File: config.mk
export PLATFORM = sky130hd
export DESIGN_NAME = rtsm_accum
export DESIGN_NICKNAME = d
export VERILOG_FILES = /design/src/rtl/rtsm_pkg.sv /design/src/rtl/rtsm_accum.sv
export SDC_FILE = /design/constraint.sdc
export NUM_CORES = 1
export LEC_CHECK = 0
export BUFFER_PORTS_ARGS = -buffer_cell sky130_fd_sc_hd__buf_4
export CORE_ASPECT_RATIO = 0.9
export CORE_UTILIZATION = 55
export DETAILED_ROUTE_END_ITERATION = 16
export PLACE_DENSITY = 0.78
export SLEW_MARGIN = 0
export SYNTH_ARGS = -nofsm -noshare
export SYNTH_HDL_FRONTEND = slang
export SYNTH_SLANG_ARGS = --single-unit
export TNS_END_PERCENT = 1
File: constraint.sdc
create_clock -name clk -period 20.6 [get_ports clk]
set_clock_uncertainty 0.2 [all_clocks]
set_input_delay 5.15 -clock clk [delete_from_list [all_inputs] [get_ports clk]]
set_output_delay 5.15 -clock clk [all_outputs]
set_load 0.02 [all_outputs]
File: src/rtl/rtsm_pkg.sv
// shared constants, codes and types of the ratio test stereo matcher
`default_nettype none
package rtsm_pkg;

	localparam int RIGHT_ENTRIES = 1024;
	localparam int LEFT_ENTRIES  = 4096;

	localparam int CMD_W   = 3;
	localparam int LEFT_W  = 12;
	localparam int RIGHT_W = 10;
	localparam int DIST_W  = 9;
	localparam int CFG_W   = 9;
	localparam int CFG_IDX_W = 2;

	localparam int RIDX_W  = $clog2(RIGHT_ENTRIES);
	localparam int LIDX_W  = $clog2(LEFT_ENTRIES);
	localparam int EPOCH_W = 8;
	localparam int PROD_W  = 2 * CFG_W;

	localparam logic [DIST_W-1:0]  NONE_DIST = '1;
	localparam logic [EPOCH_W-1:0] EPOCH_FIRST = EPOCH_W'(1);
	localparam logic [EPOCH_W-1:0] EPOCH_LAST  = '1;
	localparam logic [EPOCH_W-1:0] EPOCH_STALE = '0;

	localparam logic [CFG_W-1:0] MAX_BEST_RESET = CFG_W'(60);
	localparam logic [CFG_W-1:0] BYPASS_RESET   = CFG_W'(80);
	localparam logic [CFG_W-1:0] RATIO_RESET    = CFG_W'(218);

	typedef enum logic [CMD_W-1:0] {
		CMD_CANDIDATE = 3'd0,
		CMD_DECIDE    = 3'd1,
		CMD_COMMIT    = 3'd2,
		CMD_QUERY     = 3'd3,
		CMD_CLEAR     = 3'd4
	} cmd_t;

	typedef enum logic [CFG_IDX_W-1:0] {
		REG_MAX_BEST = 2'd0,
		REG_BYPASS   = 2'd1,
		REG_RATIO    = 2'd2
	} reg_idx_t;

	typedef struct packed {
		logic [CFG_W-1:0] max_best;
		logic [CFG_W-1:0] bypass;
		logic [CFG_W-1:0] ratio;
	} cfg_t;

	typedef struct packed {
		logic               candidate;
		logic               decide;
		logic [RIGHT_W-1:0] right;
		logic [DIST_W-1:0]  distance;
	} acc_req_t;

	typedef struct packed {
		logic               accepted;
		logic [RIGHT_W-1:0] matched_right;
		logic [DIST_W-1:0]  best;
		logic [DIST_W-1:0]  second;
	} decide_t;

	typedef struct packed {
		logic              commit;
		logic              query;
		logic              clear;
		logic [RIDX_W-1:0] addr;
		logic [LIDX_W-1:0] owner;
		logic [DIST_W-1:0] distance;
	} tbl_req_t;

	typedef struct packed {
		logic [EPOCH_W-1:0] tag;
		logic [LIDX_W-1:0]  owner;
		logic [DIST_W-1:0]  distance;
	} tbl_entry_t;

endpackage
`default_nettype wire

File: src/rtl/rtsm_accum.sv
// best and second-best accumulator with the ratio test
`default_nettype none
module rtsm_accum (
	input  wire logic              clk,
	input  wire logic              arst_n,
	input  wire logic              upd,
	input  wire rtsm_pkg::acc_req_t req,
	input  wire rtsm_pkg::cfg_t    cfg,
	output rtsm_pkg::decide_t      res
);
	import rtsm_pkg::*;

	logic [DIST_W-1:0]  best_q;
	logic [DIST_W-1:0]  second_q;
	logic [RIGHT_W-1:0] best_idx_q;
	logic               found_q;
	logic [PROD_W-1:0]  prod;
	logic               ratio_ok;

	always_comb begin
		prod     = cfg.ratio * second_q;
		ratio_ok = (second_q >= cfg.bypass) ||
			(PROD_W'(best_q) <= (prod >> 8));
		res.accepted      = found_q && (best_q <= cfg.max_best) && ratio_ok;
		res.matched_right = best_idx_q;
		res.best          = best_q;
		res.second        = second_q;
	end

	always_ff @(posedge clk or negedge arst_n) begin
		if (!arst_n) begin
			best_q     <= NONE_DIST;
			second_q   <= NONE_DIST;
			best_idx_q <= '0;
			found_q    <= 1'b0;
		end else if (upd) begin
			if (req.decide) begin
				best_q     <= NONE_DIST;
				second_q   <= NONE_DIST;
				best_idx_q <= '0;
				found_q    <= 1'b0;
			end else if (req.candidate) begin
				if (req.distance < best_q) begin
					second_q   <= best_q;
					best_q     <= req.distance;
					best_idx_q <= req.right;
					found_q    <= 1'b1;
				end else if (req.distance < second_q) begin
					second_q <= req.distance;
				end
			end
		end
	end

endmodule
`default_nettype wire

==> metrics.txt <==
# TYPE chip_impl_metric gauge
chip_impl_metric{name="placementRows",unit=""} 31
chip_impl_info{name="cell_taking_the_most_area_after_synthesis",value="sky130_fd_sc_hd__fa_1"} 1
chip_impl_metric{name="die-height",unit="um"} 89.1
chip_impl_metric{name="place_hpwl",unit="mm"} 8.88
chip_impl_metric{name="gr-usage-all-layers",unit=""} 0.267
chip_impl_metric{name="internal_power",unit="uW"} 402
chip_impl_metric{name="netSwitchingFraction",unit=""} 0.503
chip_impl_metric{name="route.final.wire_length",unit="mm"} 11.0
chip_impl_metric{name="num_vias",unit=""} 3837
chip_impl_metric{name="finish.cell_count_without_fillers",unit=""} 680
chip_impl_metric{name="floorplan.die.width",unit="um"} 98.7
chip_impl_metric{name="cts_max_level",unit=""} 2
chip_impl_metric{name="first_global_vias",unit=""} 3799
chip_impl_metric{name="post-place-ws",unit="ns"} 5.19
chip_impl_info{name="synth_area_leaders",value="sky130_fd_sc_hd__fa_1 21%, sky130_fd_sc_hd__ha_1 21%, sky130_fd_sc_hd__dfstp_2 10%, sky130_fd_sc_hd__inv_1 8.2%, sky130_fd_sc_hd__dfrtp_1 5.9%"} 1
chip_impl_metric{name="die_outline_area",unit="um^2"} 8790
chip_impl_metric{name="gp_congestion",unit=""} 0.865
chip_impl_metric{name="max_slew_margin",unit=""} 0.346
chip_impl_metric{name="post_synth_inst_count",unit=""} 512
chip_impl_info{name="crit_path_end_kind",value="output port"} 1
chip_impl_metric{name="layout.nets",unit=""} 757
chip_impl_metric{name="clkSinkCount",unit=""} 29
chip_impl_metric{name="ctsHoldBuffers",unit=""} 0
chip_impl_metric{name="tns",unit="ns"} 0
chip_impl_metric{name="max_freq",unit="MHz"} 64.6
chip_impl_metric{name="dpl-instance-area",unit="um^2"} 5260
chip_impl_metric{name="grt_start_max_net_pins",unit=""} 30
chip_impl_info{name="synth_flop_cell",value="sky130_fd_sc_hd__dfstp_2"} 1
chip_impl_metric{name="avgRoutedWirePerCell",unit="um"} 16.2
chip_impl_metric{name="globalRoute.totalOverflow",unit=""} 0
chip_impl_metric{name="yosysWarningCount",unit=""} 0
chip_impl_metric{name="post-route-period-util",unit=""} 0.751
chip_impl_metric{name="power_frac_clock",unit=""} 0.077
chip_impl_info{name="run_status",value="complete, no violations"} 1
chip_impl_metric{name="ioPinCount",unit=""} 80
chip_impl_info{name="cts_tree",value="built"} 1
chip_impl_info{name="critPathSlowestCell",value="sky130_fd_sc_hd__fa_1"} 1
chip_impl_metric{name="mappedNetlistArea",unit="um^2"} 4630
chip_impl_metric{name="synth_async_sr_flop_share",unit=""} 1.00
chip_impl_metric{name="setup_viol",unit=""} 0
chip_impl_metric{name="clockBufferDepth",unit=""} 2
chip_impl_metric{name="worst-path-max-fanout",unit=""} 9
chip_impl_metric{name="global_route_wire_length_before_repair",unit="mm"} 18.3
chip_impl_metric{name="cp_data_arrival_time",unit="ns"} 10.12
chip_impl_metric{name="drt_first_iter_violations",unit=""} 165
chip_impl_metric{name="cts_made_buffers",unit=""} 5
chip_impl_metric{name="core-area",unit="um^2"} 8110
chip_impl_info{name="root_buffer",value="sky130_fd_sc_hd__clkbuf_8"} 1
chip_impl_metric{name="place.port_buffers",unit=""} 79
chip_impl_metric{name="grt_antenna_before_repair",unit=""} 0
chip_impl_metric{name="power.combinational.fraction",unit=""} 0.832
chip_impl_info{name="timing.critical_path.max_delay_family",value="adder cells"} 1
chip_impl_metric{name="p_per_area",unit="nW/um^2"} 150
chip_impl_metric{name="clk-insertion-delay-late",unit="ns"} 0.28
chip_impl_metric{name="drive_gt1_frac",unit=""} 0.186
chip_impl_metric{name="yosysUniqueCellTypes",unit=""} 47
chip_impl_metric{name="post-synth-top-area-fraction",unit=""} 0.212
chip_impl_metric{name="worst_ir_drop_vdd",unit="uV"} 141
chip_impl_metric{name="yosys_register_bits",unit=""} 29
chip_impl_metric{name="yosysSeqAreaShare",unit=""} 0.162
chip_impl_metric{name="cts_setup_buffers",unit=""} 0
chip_impl_metric{name="max-cap-violations",unit=""} 0
chip_impl_info{name="synth.most_common_cell",value="sky130_fd_sc_hd__inv_1"} 1
chip_impl_metric{name="tightest_slew",unit="ns"} 0.971
chip_impl_metric{name="detail_route.drc_violations",unit=""} 0
chip_impl_metric{name="clk_pin_slew_worst_paths",unit="ns"} 0.07
chip_impl_metric{name="finalMaxSlewViolations",unit=""} 0
chip_impl_metric{name="power.static_leakage",unit="uW"} 0.00302
chip_impl_info{name="timing.critical_path.cells",value="buf_4 -> and2_1 -> fa_1 -> fa_1 -> fa_1 -> inv_1 -> fa_1 -> inv_1 -> ha_1 -> nor4_1 -> o21ai_0 -> o21ai_0 -> inv_1 -> a21oi_1 -> xor2_1 -> ha_1 -> o21ai_0 -> a21oi_1 -> nor3_1 -> o21ai_0 -> a41oi_1 -> buf_4"} 1
chip_impl_metric{name="postRouteAntennaNets",unit=""} 0
chip_impl_metric{name="diodes",unit=""} 0
chip_impl_metric{name="power.share.sequential",unit=""} 0.092
chip_impl_metric{name="power_switching",unit="uW"} 406
chip_impl_metric{name="post_cts_resized",unit=""} 0
chip_impl_metric{name="cp_slowest_stage_delay",unit="ns"} 0.54
chip_impl_info{name="worst_setup_path_start_kind",value="primary input"} 1
chip_impl_metric{name="post-place-cells",unit=""} 672
chip_impl_info{name="post_synth_most_frequent_cells",value="101 x sky130_fd_sc_hd__inv_1, 77 x sky130_fd_sc_hd__ha_1, 58 x sky130_fd_sc_hd__nand2_1"} 1
chip_impl_metric{name="synth-edff-count",unit=""} 0
chip_impl_metric{name="syn_nets",unit=""} 689
chip_impl_metric{name="syn_to_final_growth",unit="%"} 16.1
chip_impl_info{name="worstSetupPathType",value="in2out"} 1
chip_impl_metric{name="final_area",unit="um^2"} 5380
chip_impl_metric{name="timing.final.crit_period",unit="ns"} 15.47
chip_impl_metric{name="via_per_inst",unit=""} 5.64
chip_impl_metric{name="effective_utilization_at_floorplan",unit=""} 0.571
chip_impl_info{name="hold_class",value="reg2reg"} 1
chip_impl_metric{name="drt_pre_antenna_iters",unit=""} 4
chip_impl_info{name="setup_repair_after_global_routing_missed_its_margin",value="no"} 1
chip_impl_metric{name="crit_buf_inv",unit=""} 5
chip_impl_metric{name="final_core_util",unit=""} 0.663
chip_impl_metric{name="syn-mean-instance-area",unit="um^2"} 9.04
chip_impl_metric{name="cp.required",unit="ns"} 15.25
chip_impl_metric{name="finalWorstSetupSlack",unit="ns"} 5.13
chip_impl_metric{name="timing_hold_violations_final",unit=""} 0
[layout make-up]
class	instances	area (um^2)
clock buffer	7	86.3
clock inverter	1	30.0
fill	670	2730
inverter	101	379
multi-input combinational	364	3420
sequential	29	748
tap	99	124
timing repair buffer	79	593
[path summary, 6_finish.rpt]
kind,from,end,slack [ns],cells after the start
worst max-delay path,cfg[2],res[28],5.13,22
worst min-delay path,best_idx_q[1],best_idx_q[1],0.30,1
worst max register to register,best_q[6],best_q[8],17.46,8
worst min register to register,best_idx_q[1],best_idx_q[1],0.30,1
max in group asynchronous,arst_n,best_q[3],15.29,1
min in group asynchronous,arst_n,found_q,4.59,1
[flip-flops by register name, indices dropped and copies added, names as in the netlist]
name and count:
best_idx_q 10, best_q 9, second_q 9, found_q 1
[routing by layer]
| layer | vias up | track usage | part of all wire |
|---|---|---|---|
| li1 | 1831 | - | - |
| met5 | - | 0 | 0 |
| met3 | 8 | 0.0352 | 0.048 |
| met2 | 85 | 0.466 | 0.49 |
| met4 | 0 | 0.0299 | 0.0059 |
| met1 | 1913 | 0.370 | 0.46 |
[stage by stage]
stage	power, uW	hold slack (ns)
floorplan	588	0.312
global placement	704	0.286
detailed placement	729	0.284
CTS	800	0.307
global route	910	0.321
finish	808	0.300
[cell usage in the layout (no fill, tap or decap), drive strengths merged, types with 7 or more instances in the layout]
| cell | n |
|---|---|
| dfstp | 18 |
| nand2 | 58 |
| a2bb2oi | 9 |
| a22o | 10 |
| nor2 | 8 |
| nand2b | 8 |
| dfrtp | 11 |
| fa | 49 |
| ha | 77 |
| a22oi | 9 |
| mux2i | 9 |
| buf | 79 |
| inv | 101 |
| and2 | 30 |
| a21oi | 17 |
| clkbuf | 7 |
| o21ai | 18 |
[power groups by stage]
stage / logic, uW / clock network (uW) / registers [uW]
final: 672 / 61.9 / 74.3
after global routing: 770 / 65.5 / 75.2
after CTS: 664 / 62.1 / 74.3
after detailed placement: 654 / 0 / 74.9
after global placement: 629 / 0 / 74.9
after floorplan: 513 / 0 / 75.3
[logic make-up after synthesis]
logic type,Yosys count,share of synthesized area
XOR/XNOR,9,0.0170
adder cells (fa/ha/maj),126,0.420
flip-flops,29,0.162
AO/OA/AOI/OAI,93,0.146
buffers and inverters,119,0.101
AND/OR/NAND/NOR,127,0.136
multiplexers,9,0.0195
[worst register-to-register path: cells and delay by family (launching register included)]
| family | cells | cell delay (ns) |
|---|---|---|
| AO/OA/AOI/OAI | 5 | 1.49 |
| flip-flops | 1 | 0.60 |
| AND/OR/NAND/NOR | 1 | 0.39 |
| adder cells (fa/ha/maj) | 1 | 0.29 |
| buffers and inverters | 1 | 0.07 |
Note: power is estimated with default switching activity, not from simulation.
